## src/rtl/core/assert_macros.svh

```systemverilog
// ---------------------------------------------------------------------------
// Assertion macros
// Shared concurrent assertion wrappers for the allocator RTL.
// ---------------------------------------------------------------------------
`ifndef ASSERT_MACROS_SVH
`define ASSERT_MACROS_SVH

// Clocked check, masked while reset is high.
`define ASSERT_CLK(lbl, clk, rst, prop, msg) \
  lbl: assert property (@(posedge clk) disable iff (rst) (prop)) else $error(msg);

// Clocked check that also holds through reset.
`define ASSERT_CLK_NR(lbl, clk, prop, msg) \
  lbl: assert property (@(posedge clk) (prop)) else $error(msg);

`endif

```

## src/rtl/core/nfba_pkg.sv

```systemverilog
// ---------------------------------------------------------------------------
// nfba_pkg
// Widths, codes and types of the next-fit bitmap extent allocator.
// ---------------------------------------------------------------------------
package nfba_pkg;

  localparam int MAX_EXTENTS = 1024;
  localparam int WORD_W      = 32;
  localparam int WORDS       = MAX_EXTENTS / WORD_W;
  localparam int ID_W        = $clog2(MAX_EXTENTS);
  localparam int CNT_W       = $clog2(MAX_EXTENTS + 1);
  localparam int BIT_W       = $clog2(WORD_W);
  localparam int ROW_W       = ID_W - BIT_W;

  typedef enum logic {
    CMD_ALLOC = 1'b0,
    CMD_FREE  = 1'b1
  } cmd_t;

  typedef enum logic [1:0] {
    ST_OK       = 2'd0,
    ST_FULL     = 2'd1,
    ST_BAD_FREE = 2'd2
  } status_t;

endpackage

```

## src/rtl/core/nfba_ifs.sv

```systemverilog
// ---------------------------------------------------------------------------
// nfba channels
// Valid/ready channels for requests, responses and the extent-count write.
// ---------------------------------------------------------------------------
interface nfba_req_if;
  logic                     valid;
  logic                     ready;
  nfba_pkg::cmd_t           cmd;
  logic [nfba_pkg::ID_W-1:0] extent_id;

  modport source (output valid, output cmd, output extent_id, input ready);
  modport sink   (input valid, input cmd, input extent_id, output ready);
endinterface

interface nfba_rsp_if;
  logic                       valid;
  logic                       ready;
  nfba_pkg::status_t          status;
  logic [nfba_pkg::ID_W-1:0]  granted_id;
  logic [nfba_pkg::CNT_W-1:0] used_count;
  logic                       space_empty;

  modport source (output valid, output status, output granted_id, output used_count,
                  output space_empty, input ready);
  modport sink   (input valid, input status, input granted_id, input used_count,
                  input space_empty, output ready);
endinterface

interface nfba_cfg_if;
  logic                       valid;
  logic                       ready;
  logic [nfba_pkg::CNT_W-1:0] num_extents;

  modport source (output valid, output num_extents, input ready);
  modport sink   (input valid, input num_extents, output ready);
endinterface

```

## src/rtl/core/next_fit_bitmap_extent_allocator.sv

```systemverilog
// ---------------------------------------------------------------------------
// next_fit_bitmap_extent_allocator
// Next-fit allocator over a bitmap of extents held in a word-wide RAM.
// ---------------------------------------------------------------------------
// Usage:
//   req  : one item per request, cmd selects allocate or free of extent_id.
//   rsp  : one item per request with status, granted_id, used_count and
//          space_empty (used_count after the request).
//   cfg  : writes the active extent count; always ready, write only when idle.
// Bitmap reads: an item reads 32-bit bitmap words through the single read port
//   of the bitmap RAM, one word per cycle. A free reads one word. An allocate
//   reads from the word of the search start up to the last active word, then
//   wraps once from word zero, stopping at the first word with a free extent.
// One item is in work at a time; req.ready is high while the sequencer idles.
// The response sits in an output register; the next item is accepted while
//   it waits, and a finished item holds until that register is free.
// Reset: the bitmap reads as all free at once through one flag per word,
//   count and search start clear, the extent count returns to 1024 and the
//   block takes an item in the first cycle after reset.
// ---------------------------------------------------------------------------
`include "assert_macros.svh"

module next_fit_bitmap_extent_allocator (
  input  logic       clk,
  input  logic       rst,
  nfba_req_if.sink   req,
  nfba_rsp_if.source rsp,
  nfba_cfg_if.sink   cfg
);

  typedef enum logic [1:0] {
    S_IDLE,
    S_EVAL,
    S_DONE
  } state_t;

  state_t state;

  logic [nfba_pkg::CNT_W-1:0]  num_extents;
  logic [nfba_pkg::ID_W-1:0]   search_start;
  logic [nfba_pkg::CNT_W-1:0]  allocated_total;
  logic [nfba_pkg::WORDS-1:0]  row_valid;

  nfba_pkg::cmd_t              cmd_q;
  logic [nfba_pkg::ID_W-1:0]   eid_q;
  logic [nfba_pkg::ROW_W-1:0]  cur_row;
  logic                        phase;

  nfba_pkg::status_t           res_status;
  logic [nfba_pkg::ID_W-1:0]   res_granted;
  logic [nfba_pkg::CNT_W-1:0]  res_count;

  logic                        rsp_valid;
  nfba_pkg::status_t           rsp_status;
  logic [nfba_pkg::ID_W-1:0]   rsp_granted;
  logic [nfba_pkg::CNT_W-1:0]  rsp_count;

  logic                        rd_en;
  logic [nfba_pkg::ROW_W-1:0]  rd_addr;
  logic [nfba_pkg::WORD_W-1:0] rd_data;
  logic                        wr_en;
  logic [nfba_pkg::WORD_W-1:0] wr_data;

  logic [nfba_pkg::CNT_W-1:0]  n_act;
  logic [nfba_pkg::CNT_W-1:0]  n_m1;
  logic                        n_zero;
  logic [nfba_pkg::ROW_W-1:0]  last_row;
  logic [nfba_pkg::CNT_W-1:0]  lo_bound;
  logic [nfba_pkg::WORD_W-1:0] word;
  logic [nfba_pkg::WORD_W-1:0] cand;
  logic                        found;
  logic [nfba_pkg::BIT_W-1:0]  first;
  logic                        at_end;
  logic                        grant;
  logic                        free_ok;
  logic                        scan_more;
  logic [nfba_pkg::ROW_W-1:0]  next_row;
  logic [nfba_pkg::CNT_W-1:0]  total_next;
  logic                        accept;
  logic                        out_free;

  nfba_ram #(
    .WIDTH (nfba_pkg::WORD_W),
    .DEPTH (nfba_pkg::WORDS)
  ) u_map (
    .clk     (clk),
    .wr_en   (wr_en),
    .wr_addr (cur_row),
    .wr_data (wr_data),
    .rd_en   (rd_en),
    .rd_addr (rd_addr),
    .rd_data (rd_data)
  );

  assign req.ready = (state == S_IDLE);
  assign cfg.ready = 1'b1;
  assign accept    = req.valid && req.ready;
  assign out_free  = !rsp_valid || rsp.ready;

  assign rsp.valid       = rsp_valid;
  assign rsp.status      = rsp_status;
  assign rsp.granted_id  = rsp_granted;
  assign rsp.used_count  = rsp_count;
  assign rsp.space_empty = (rsp_count == '0);

  // Clamp the configured count to the bitmap size.
  assign n_act    = (num_extents > nfba_pkg::CNT_W'(nfba_pkg::MAX_EXTENTS)) ?
                    nfba_pkg::CNT_W'(nfba_pkg::MAX_EXTENTS) : num_extents;
  assign n_zero   = (n_act == '0);
  assign n_m1     = n_act - nfba_pkg::CNT_W'(1);
  assign last_row = n_m1[nfba_pkg::ID_W-1:nfba_pkg::BIT_W];
  assign lo_bound = phase ? '0 : {1'b0, search_start};

  // Rows never written since reset read as all free.
  assign word = row_valid[cur_row] ? rd_data : '0;

  always_comb begin
    logic [nfba_pkg::CNT_W-1:0] idx;
    cand  = '0;
    first = '0;
    for (int i = 0; i < nfba_pkg::WORD_W; i++) begin
      idx     = {1'b0, cur_row, nfba_pkg::BIT_W'(i)};
      cand[i] = !word[i] && (idx >= lo_bound) && (idx < n_act);
    end
    for (int i = nfba_pkg::WORD_W - 1; i >= 0; i--) begin
      if (cand[i]) begin
        first = nfba_pkg::BIT_W'(i);
      end
    end
  end

  assign found   = |cand;
  assign at_end  = (cur_row >= last_row);
  assign grant   = (state == S_EVAL) && (cmd_q == nfba_pkg::CMD_ALLOC) && !n_zero && found;
  assign free_ok = (state == S_EVAL) && (cmd_q == nfba_pkg::CMD_FREE) &&
                   ({1'b0, eid_q} < n_act) && word[eid_q[nfba_pkg::BIT_W-1:0]];
  assign scan_more = (state == S_EVAL) && (cmd_q == nfba_pkg::CMD_ALLOC) && !n_zero &&
                     !found && !(at_end && phase);
  // Wrap to word zero once the first pass reaches the last active word.
  assign next_row  = at_end ? '0 : cur_row + nfba_pkg::ROW_W'(1);

  always_comb begin
    total_next = allocated_total;
    if (grant) begin
      total_next = allocated_total + nfba_pkg::CNT_W'(1);
    end else if (free_ok && (allocated_total != '0)) begin
      total_next = allocated_total - nfba_pkg::CNT_W'(1);
    end
  end

  always_comb begin
    rd_en   = 1'b0;
    rd_addr = next_row;
    if (accept) begin
      rd_en   = 1'b1;
      rd_addr = (req.cmd == nfba_pkg::CMD_FREE) ?
                req.extent_id[nfba_pkg::ID_W-1:nfba_pkg::BIT_W] :
                search_start[nfba_pkg::ID_W-1:nfba_pkg::BIT_W];
    end else if (scan_more) begin
      rd_en = 1'b1;
    end
  end

  assign wr_en   = grant || free_ok;
  assign wr_data = grant ? (word | (nfba_pkg::WORD_W'(1) << first)) :
                   (word & ~(nfba_pkg::WORD_W'(1) << eid_q[nfba_pkg::BIT_W-1:0]));

  always_ff @(posedge clk) begin
    if (rst) begin
      state           <= S_IDLE;
      num_extents     <= nfba_pkg::CNT_W'(nfba_pkg::MAX_EXTENTS);
      search_start    <= '0;
      allocated_total <= '0;
      row_valid       <= '0;
      phase           <= 1'b0;
      rsp_valid       <= 1'b0;
    end else begin
      if (cfg.valid) begin
        num_extents <= cfg.num_extents;
      end
      if (rsp_valid && rsp.ready && (state != S_DONE)) begin
        rsp_valid <= 1'b0;
      end
      unique case (state)
        S_IDLE: begin
          if (accept) begin
            cmd_q   <= req.cmd;
            eid_q   <= req.extent_id;
            cur_row <= rd_addr;
            phase   <= 1'b0;
            state   <= S_EVAL;
          end
        end
        S_EVAL: begin
          if (scan_more) begin
            cur_row <= next_row;
            phase   <= phase | at_end;
          end else begin
            if (wr_en) begin
              row_valid[cur_row] <= 1'b1;
            end
            if (grant) begin
              search_start <= {cur_row, first};
            end
            allocated_total <= total_next;
            res_count       <= total_next;
            res_granted     <= grant ? {cur_row, first} : '0;
            if (cmd_q == nfba_pkg::CMD_ALLOC) begin
              res_status <= grant ? nfba_pkg::ST_OK : nfba_pkg::ST_FULL;
            end else begin
              res_status <= free_ok ? nfba_pkg::ST_OK : nfba_pkg::ST_BAD_FREE;
            end
            state <= S_DONE;
          end
        end
        S_DONE: begin
          // Hold the result until the output register frees up.
          if (out_free) begin
            rsp_valid   <= 1'b1;
            rsp_status  <= res_status;
            rsp_granted <= res_granted;
            rsp_count   <= res_count;
            state       <= S_IDLE;
          end
        end
        default: begin
          state <= S_IDLE;
        end
      endcase
    end
  end

  `ASSERT_CLK(a_grant_in_range, clk, rst, grant |-> ({1'b0, cur_row, first} < n_act), "granted extent beyond active count")
  `ASSERT_CLK(a_grant_counts, clk, rst, grant |=> (allocated_total == $past(allocated_total) + nfba_pkg::CNT_W'(1)), "grant did not bump the count")
  `ASSERT_CLK(a_no_rw_clash, clk, rst, !(wr_en && rd_en && (rd_addr == cur_row)), "bitmap read and write to one word in one cycle")
  `ASSERT_CLK(a_count_bound, clk, rst, allocated_total <= nfba_pkg::CNT_W'(nfba_pkg::MAX_EXTENTS), "used count above bitmap size")

endmodule

```

## src/rtl/core/nfba_ram.sv

```systemverilog
// ---------------------------------------------------------------------------
// nfba_ram
// Simple dual-port RAM: one write port, one read port, registered read data.
// ---------------------------------------------------------------------------
module nfba_ram #(
  parameter int WIDTH = 32,
  parameter int DEPTH = 32
) (
  input  logic                     clk,
  input  logic                     wr_en,
  input  logic [$clog2(DEPTH)-1:0] wr_addr,
  input  logic [WIDTH-1:0]         wr_data,
  input  logic                     rd_en,
  input  logic [$clog2(DEPTH)-1:0] rd_addr,
  output logic [WIDTH-1:0]         rd_data
);

  logic [WIDTH-1:0] mem [DEPTH];

  always_ff @(posedge clk) begin
    if (wr_en) begin
      mem[wr_addr] <= wr_data;
    end
    if (rd_en) begin
      rd_data <= mem[rd_addr];
    end
  end

endmodule

```

## src/flat_wrapper.sv

```systemverilog
// flat-port wrapper written by rule: the top's interface ports become plain ports
module next_fit_bitmap_extent_allocator_flat 
  (clk, rst, req_valid, req_cmd, req_extent_id, req_ready, rsp_valid, rsp_status, rsp_granted_id, rsp_used_count, rsp_space_empty, rsp_ready, cfg_valid, cfg_num_extents, cfg_ready);
  nfba_req_if req_i ();
  nfba_rsp_if rsp_i ();
  nfba_cfg_if cfg_i ();
  input  logic clk;
  input  logic rst;
  input wire logic [$bits(req_i.valid)-1:0] req_valid;
  input wire logic [$bits(req_i.cmd)-1:0] req_cmd;
  input wire logic [$bits(req_i.extent_id)-1:0] req_extent_id;
  output wire logic [$bits(req_i.ready)-1:0] req_ready;
  output wire logic [$bits(rsp_i.valid)-1:0] rsp_valid;
  output wire logic [$bits(rsp_i.status)-1:0] rsp_status;
  output wire logic [$bits(rsp_i.granted_id)-1:0] rsp_granted_id;
  output wire logic [$bits(rsp_i.used_count)-1:0] rsp_used_count;
  output wire logic [$bits(rsp_i.space_empty)-1:0] rsp_space_empty;
  input wire logic [$bits(rsp_i.ready)-1:0] rsp_ready;
  input wire logic [$bits(cfg_i.valid)-1:0] cfg_valid;
  input wire logic [$bits(cfg_i.num_extents)-1:0] cfg_num_extents;
  output wire logic [$bits(cfg_i.ready)-1:0] cfg_ready;
  assign req_i.valid = req_valid;
  assign req_i.cmd = req_cmd;
  assign req_i.extent_id = req_extent_id;
  assign req_ready = req_i.ready;
  assign rsp_valid = rsp_i.valid;
  assign rsp_status = rsp_i.status;
  assign rsp_granted_id = rsp_i.granted_id;
  assign rsp_used_count = rsp_i.used_count;
  assign rsp_space_empty = rsp_i.space_empty;
  assign rsp_i.ready = rsp_ready;
  assign cfg_i.valid = cfg_valid;
  assign cfg_i.num_extents = cfg_num_extents;
  assign cfg_ready = cfg_i.ready;
  next_fit_bitmap_extent_allocator u_core (.clk(clk), .rst(rst), .req(req_i), .rsp(rsp_i), .cfg(cfg_i));
endmodule
```

## config.mk

```make
export PLATFORM = sky130hd
export DESIGN_NAME = next_fit_bitmap_extent_allocator_flat
export DESIGN_NICKNAME = d
export VERILOG_FILES = /design/src/rtl/core/nfba_pkg.sv /design/src/rtl/core/nfba_ifs.sv /design/src/rtl/core/next_fit_bitmap_extent_allocator.sv /design/src/rtl/core/nfba_ram.sv /design/src/flat_wrapper.sv
export VERILOG_INCLUDE_DIRS = /design/src /design/src/rtl/core
export SDC_FILE = /design/constraint.sdc
export NUM_CORES = 1
export LEC_CHECK = 0
export BUFFER_PORTS_ARGS = -buffer_cell sky130_fd_sc_hd__buf_4
export CAP_MARGIN = 40
export CORE_AREA = 2 2 354 356
export DETAILED_ROUTE_END_ITERATION = 12
export DIE_AREA = 0 0 356 358
export HOLD_SLACK_MARGIN = 0.06
export PLACE_DENSITY_LB_ADDON = 0.2
export SYNTH_ARGS = -nofsm -noshare
export SYNTH_HDL_FRONTEND = slang
export SYNTH_SLANG_ARGS = --single-unit
```

## constraint.sdc

```tcl
create_clock -name clk -period 6.66 [get_ports clk]
set_input_delay 0.333 -clock clk [delete_from_list [all_inputs] [get_ports clk]]
set_output_delay 0.333 -clock clk [all_outputs]
set_load 0.005 [all_outputs]
```

* After elaboration in Yosys (flattened, before gate mapping)
Memories as Yosys holds them, arrays and structs flattened. A register that Yosys moved wholly into a read port is not among the register bits. Index checks and enable logic that the tools add are counted.
Word-level totals: register bits after elaboration 130, memory bits (writable) 1024, input bits 27, output and inout port bits 27, logic and storage cells 306, memories 1
Memory list:
- u_core.u_map.mem | words 32, width 32, rd ports 1, clocked after Yosys merged registers in 1, write ports 1, line nfba_ram.sv:18 | logic [WIDTH-1:0] mem [DEPTH];
Cells by class: add/sub/neg operators 4, magnitude comparators 70, equal/unequal tests 7, shift-type cells 2, muxes and demuxes 67, bitwise gates (word level) 8, reduce and logical (&&, ||, !) cells 131
Operators with widths (count):
- < comparator 10 x 11 -> 1 bit | 33
- greater-or-equal comparator 10 x 11 -> 1 bit | 32
- two-way mux 5 bit | 37
- logical AND 1 bit | 78
- two-way mux 32 bit | 2
- OR 32 bit | 2
- left shift 1 x 5 -> 32 bit, first input constant | 2
- zero test 1 bit | 36
- two-way mux 11 bit | 3
- AND 32 bit | 1
- NOT 32 bit | 1
- OR reduction 32 bit | 1
- zero test 11 bit | 2
- AND reduction 3 bit | 7
- two-way mux 1 bit | 13
- < comparator 5 x 6 -> 1 bit, second input constant | 2
- adder 11 x 1 -> 11 bit, second input constant | 1
- > comparator 11 bit, second input constant | 1
- nonzero test 11 bit | 1
- subtractor 11 x 1 -> 11 bit, second input constant | 1
- binary-select mux 1 bit (select 5 bit) | 2
- two-way mux 10 bit | 1
- two-way mux 2 bit | 5
- case mux 5 bit (2 select lines) | 1
- 18 further kinds | 24

* Depth between registers and ports, before layout
depth in word-level cells 41, mapped depth 20, depth with buffers taken out 16

* Modules after synthesis
Synthesis repeated with hierarchy kept, for this count alone.
Second synthesis, totals: cell total of the unflattened synthesis 3370, area total of the unflattened synthesis 50494.7 um^2
Modules (own cells, without submodules):
- nfba_ram | times used 1, cells each 2260, area each 40816.6 um^2, sequential area each 31710.4 um^2
- next_fit_bitmap_extent_allocator | times used 1, cells each 1110, area each 9678.0 um^2, sequential area each 3223.1 um^2

* Least setup slack after synthesis
OpenSTA, ideal clock, no wires.
path kind reg2reg, start point register u_core.num_extents[10] in the netlist's numbering, end point memory u_core.u_map.mem[0][22], data pin, arrival 5.209 ns, slack 0.983 ns, stages on the path, launching flop included 16, period minus slack after synthesis 5.677 ns, cell sequence dfxtp_1 > buf_6 > clkinv_1 > clkbuf_1 > nand2_1 > ha_1 > nand4b_4 > or3_1 > o221ai_1 > o22ai_1 > or4b_4 > a221oi_2 > o211ai_1 > a211o_1 > buf_2 > o31ai_1
Between the ends: word-level cells in the longest chain between the ends 39, elaborated cells on any way between the ends 106
RTL lines:
- from (decl) | line next_fit_bitmap_extent_allocator.sv:39 | logic [nfba_pkg::CNT_W-1:0] num_extents;
- from (signal assigned) | line next_fit_bitmap_extent_allocator.sv:171 | num_extents <= nfba_pkg::CNT_W'(nfba_pkg::MAX_EXTENTS);
- from (signal assigned) | line next_fit_bitmap_extent_allocator.sv:179 | num_extents <= cfg.num_extents;
- > comparator 11 bit | line next_fit_bitmap_extent_allocator.sv:107 | assign n_act = (num_extents > nfba_pkg::CNT_W'(nfba_pkg::MAX_EXTENTS)) ?
- two-way mux 11 bit * | line next_fit_bitmap_extent_allocator.sv:107
- < comparator 10 x 11 -> 1 bit | line next_fit_bitmap_extent_allocator.sv:123 | cand[i] = !word[i] && (idx >= lo_bound) && (idx < n_act);
- logical AND 1 bit | line next_fit_bitmap_extent_allocator.sv:123
- two-way mux 5 bit (32 in series) | line next_fit_bitmap_extent_allocator.sv:126 | if (cand[i]) begin
- left shift 1 x 5 -> 32 bit | line next_fit_bitmap_extent_allocator.sv:165 | assign wr_data = grant ? (word | (nfba_pkg::WORD_W'(1) << first)) :
- OR 32 bit | line next_fit_bitmap_extent_allocator.sv:165
- two-way mux 32 bit * | line next_fit_bitmap_extent_allocator.sv:165
- net u_core.u_map.wr_data[22] | line nfba_ram.sv:12 | input logic [WIDTH-1:0] wr_data,
- to (decl) | line nfba_ram.sv:18
Mark *: on every way through the listed nets, which the timed path passes. The rest lies on a longest branch.

* Worst setup path in the final report
start point register u_core.num_extents[10] in the netlist's numbering, end point memory u_core.u_map.mem[10][15] (enable)
Between the ends: word-level cells in the longest chain between the ends 9, elaborated cells on any way between the ends 77
RTL lines:
- > comparator 11 bit | line next_fit_bitmap_extent_allocator.sv:107
- two-way mux 11 bit * | line next_fit_bitmap_extent_allocator.sv:107
- < comparator 10 x 11 -> 1 bit / zero test 11 bit (equally long branches) | line next_fit_bitmap_extent_allocator.sv:123, next_fit_bitmap_extent_allocator.sv:109
- logical AND 1 bit / zero test 1 bit (equally long branches) | line next_fit_bitmap_extent_allocator.sv:123, next_fit_bitmap_extent_allocator.sv:134
- OR reduction 32 bit / logical AND 1 bit (equally long branches) | line next_fit_bitmap_extent_allocator.sv:132, next_fit_bitmap_extent_allocator.sv:134
- logical AND 1 bit | line next_fit_bitmap_extent_allocator.sv:134 | assign grant = (state == S_EVAL) && (cmd_q == nfba_pkg::CMD_ALLOC) && !n_zero && found;
- logical OR 1 bit * | line next_fit_bitmap_extent_allocator.sv:164 | assign wr_en = grant || free_ok;
- two-way mux 1 bit * | line nfba_ram.sv:21 | if (wr_en) begin
- two-way mux 1 bit (implied by the code) * | line nfba_ram.sv:22 | mem[wr_addr] <= wr_data;
Every way passes the cells marked *; elsewhere a longest branch is shown, timed or not.

==> key figures <==
Run status
  – Status: complete, no violations

Die
  – Die Y: 358 um
  – Die width: 356 um
  – I/O Pins: 54
  – Starting Density: 0.410
  – Core box area: 123000 sq um
  – FP Rows: 129
  – Die area: 127000 sq um

Global route
  – Vias in the first global route: 32.3k
  – Gr usage total: 0.249
  – Grt ovf: 0
  – Initial antenna violation count: 0
  – Largest net degree at the start of global routing: 136
  – First-pass GRT wire length: 231000 um

Synthesis
  – Most frequently used flop master after synthesis: edfxtp_1
  – Yosys reg bits: 1186
  – Synthesized instance count: 3937
  – Seq/Total Area, Yosys: 0.692
  – Synth unique cells: 95
  – Synth area leaders: edfxtp_1, nand2_1, a311oi_1
  – EDFF count, synth: 1118
  – Ys Warns: 0
  – Mapped cell area: 50500 sq um
  – Synthesized area per cell: 12.8 sq um
  – Yosys top cell area share: 0.665
  – Area leader, netlist: edfxtp_1
  – Syn Nets: 3996
  – Post-synth ARST share: 0

Timing
  – Final-report setup violation count: 0
  – Final Hold Viols: 0
  – Fin worst setup slack: 660 ps
  – FMAX: 167 MHz
  – Final Max Tran Viols: 0
  – Worst-margin pin slew: 944 ps
  – Final worst path period share: 0.901
  – Relative slew slack: 0.371
  – Tmin final: 6000 ps
  – Clk_skew: 41.5 ps
  – Setup TNS: 0 ps
  – RSZ-0062 raised after global routing: false

Worst hold path
  – Worst hold stages: 3
  – Min-Delay Path Class: in2reg

Clock tree
  – Clock slew at reported path FFs: 60 ps
  – CTS root buffer: clkbuf_16
  – Num Clock Sinks: 1186
  – Clock Latency Late Sink: 730 ps
  – Post CTS Setup Buffer Count: 0
  – Htree depth: 3
  – Buffer levels on the longest clock path: 3
  – CTS tree: yes
  – TritonCTS Buffers: 120
  – Post-cts repair resize count: 0

Placement
  – Final GP Congestion: 0.935
  – Setup WS pre-CTS: 844 ps
  – Number of buffers added on ports: 52
  – HPWL Detailed: 89100 um
  – Placed Cells: 5494

Final layout
  – Number of diodes: 0
  – Fin cells: 5747
  – Area growth syn-to-layout: 15.7%
  – Final Net Count: 4073
  – Top library cells by usage in the layout, fill and taps aside: edfxtp_1, nand2_1, nand3_1
  – Most common cell after layout, fill and taps aside: edfxtp_1
  – Share of cells above drive strength 1: 0.127

Worst setup path
  – CP arrival: 6410 ps
  – Worst Reg-to-Reg Cells: 16
  – Cells along the critical path: clkinv_1, nand2_1, inv_1, ha_1, nand2_1, a2111oi_0, a311oi_1, o21ai_0, o211a_1, nand4_1, nor4_2, a21oi_4, o21ai_2, buf_4, nor2_4, buf_4
  – Worst EP required: 7070 ps
  – Worst path depth: 16
  – Cell family with most CP delay: compound AO/OA/AOI/OAI gates
  – Crit Path Max Fanout: 22
  – Buffers and inverters on the worst path: 4
  – Crit path kind: reg2reg
  – Setup crit end kind: flop
  – Crit-path slowest cell: a2111oi_0
  – CP startpoint kind: flop
  – CP max stage delay: 760 ps

Detailed routing
  – Via-to-Cell Ratio: 6.01
  – DRT iter0 DRCs: 4602
  – Remaining DRCs: 0
  – Detail Route Antenna Nets: 0
  – Initial DRT Pass Iterations: 5
  – Drt wl/cell: 28.0 um
  – Vias after detailed routing: 34.5k
  – Drt total wl: 161000 um

Power and ir drop
  – Clock Power Share: 0.360
  – Combinational share of power: 0.153
  – Leakage Power: 19.5 nW
  – Power Internal: 12.9 mW
  – PD cells: 304 nW/um^2
  – Switching power of the nets: 4.90 mW
  – Switching Share: 0.276
  – Flop pwr share: 0.487
  – Max rail drop VDD: 0.000203 V

Flow run
  – Max cap viols: 0
## worst reg2reg max path: stages, from the launching register on
cell,delay (ps)
dfxtp_1,350
clkinv_1,460
nand2_1,320
inv_1,70
ha_1,330
nand2_1,310
a2111oi_0,760
a311oi_1,110
o21ai_0,270
o211a_1,210
nand4_1,260
nor4_2,630
a21oi_4,170
o21ai_2,700
buf_4,340
nor2_4,50
buf_4,320
## kinds of logic (layout without fill, tap and decap cells)
family / after synthesis / after routing / synth area share
AND/OR/NAND/NOR: 1598 / 1598 / 0.145
flip-flops: 1186 / 1186 / 0.692
AO/OA/AOI/OAI: 722 / 722 / 0.115
buffers and inverters: 347 / 520 / 0.0277
multiplexers: 42 / 42 / 0.0114
adder cells (fa/ha/maj): 32 / 32 / 0.00793
XOR/XNOR: 9 / 9 / 0.00156
other: 1 / 1 / 0.0000742
## flip-flops by register name, summed over array words and instances (netlist names), 2 cells and up
| signal | cells |
|---|---|
| u_core.res_status | 2 |
| u_core.eid_q | 10 |
| u_core.search_start | 10 |
| u_core.res_count | 11 |
| u_core.rsp.status | 2 |
| u_core.state | 2 |
| u_core.num_extents | 11 |
| u_core.u_map.mem | 1024 |
| u_core.allocated_total | 11 |
| u_core.row_valid | 32 |
| u_core.cur_row | 5 |
| u_core.rsp.used_count | 11 |
| u_core.u_map.rd_data | 32 |
| u_core.rsp.granted_id | 10 |
| u_core.res_granted | 10 |
## worst paths after layout
| check | startpoint | end | slack [ps] |
|---|---|---|---|
| hold / removal | req_valid | u_core.phase$_SDFFE_PP0P_ | 130 |
| setup / recovery | u_core.num_extents[10]$_SDFFE_PP1P_ | u_core.u_map.mem[10][15]$_DFFE_PP_ | 660 |
| setup reg to reg | u_core.num_extents[10]$_SDFFE_PP1P_ | u_core.u_map.mem[10][15]$_DFFE_PP_ | 660 |
| hold reg to reg | u_core.res_granted[3]$_SDFFCE_PN0P_ | u_core.rsp.granted_id[3]$_DFFE_PP_ | 390 |
## repair_timing
| item | 4_1_cts | 5_1_grt |
|---|---|---|
| setup endpoints to repair | 0 | 0 |
| endpoints found under the hold margin | 23 | 0 |
| hold buffers | 35 | 0 |
## power groups by stage
stage / combinational [mW] / sequential [mW] / clock, mW
after floorplan: 1.63 / 8.71 / 0
after global placement: 2.61 / 8.80 / 0
after detailed placement: 2.67 / 8.80 / 0
after CTS: 2.70 / 8.64 / 6.51
after global routing: 2.92 / 8.64 / 6.78
final: 2.71 / 8.65 / 6.40
## through the flow
| stage | total power [mW] | hold WS (ps) | utilization | cell area, sq um |
|---|---|---|---|---|
| 3_5_place_dp | 11.5 | 405 | 0.441 | 54400 |
| 2_1_floorplan | 10.3 | 400 | - | 50500 |
| 6_report | 17.8 | 125 | 0.474 | 58400 |
| 4_1_cts | 17.8 | 73.6 | 0.474 | 58400 |
| 3_3_place_gp | 11.4 | 401 | 0.437 | 53800 |
| 5_1_grt | 18.4 | 128 | 0.474 | 58400 |
## routing by layer
layer	GRT usage	routed length (um)
met1	0.353	69500
met2	0.398	74900
met3	0.0326	11700
met4	0.0803	5070
met5	0	0
## area by class of cell
class | instances | area (sq um)
Sequential cell | 1186 | 34900
Fill cell | 10800 | 64900
Inverter | 38 | 158
Clock buffer | 162 | 3210
Multi-Input combinational cell | 2404 | 14900
Clock inverter | 56 | 457
Tap cell | 1637 | 2050
Timing Repair Buffer | 264 | 2760
## synthesized netlist by cell type, types with 15 or more instances
cell / count
a21o_1: 23
buf_1: 27
inv_1: 35
nor4_1: 41
buf_2: 25
o2bb2ai_1: 26
a21oi_1: 55
nor2b_1: 15
ha_1: 32
nand2_1: 847
a211oi_1: 138
nor2_1: 103
o31ai_1: 31
nor3_1: 22
nand2b_1: 25
nand3_1: 317
o211ai_1: 38
or3_1: 15
and3_1: 139
o21ai_0: 24
edfxtp_1: 1118
clkbuf_1: 245
nand3b_1: 15
a311oi_1: 259
mux2i_1: 26
dfxtp_1: 68
No activity file was read; power rests on OpenSTA's default activity.
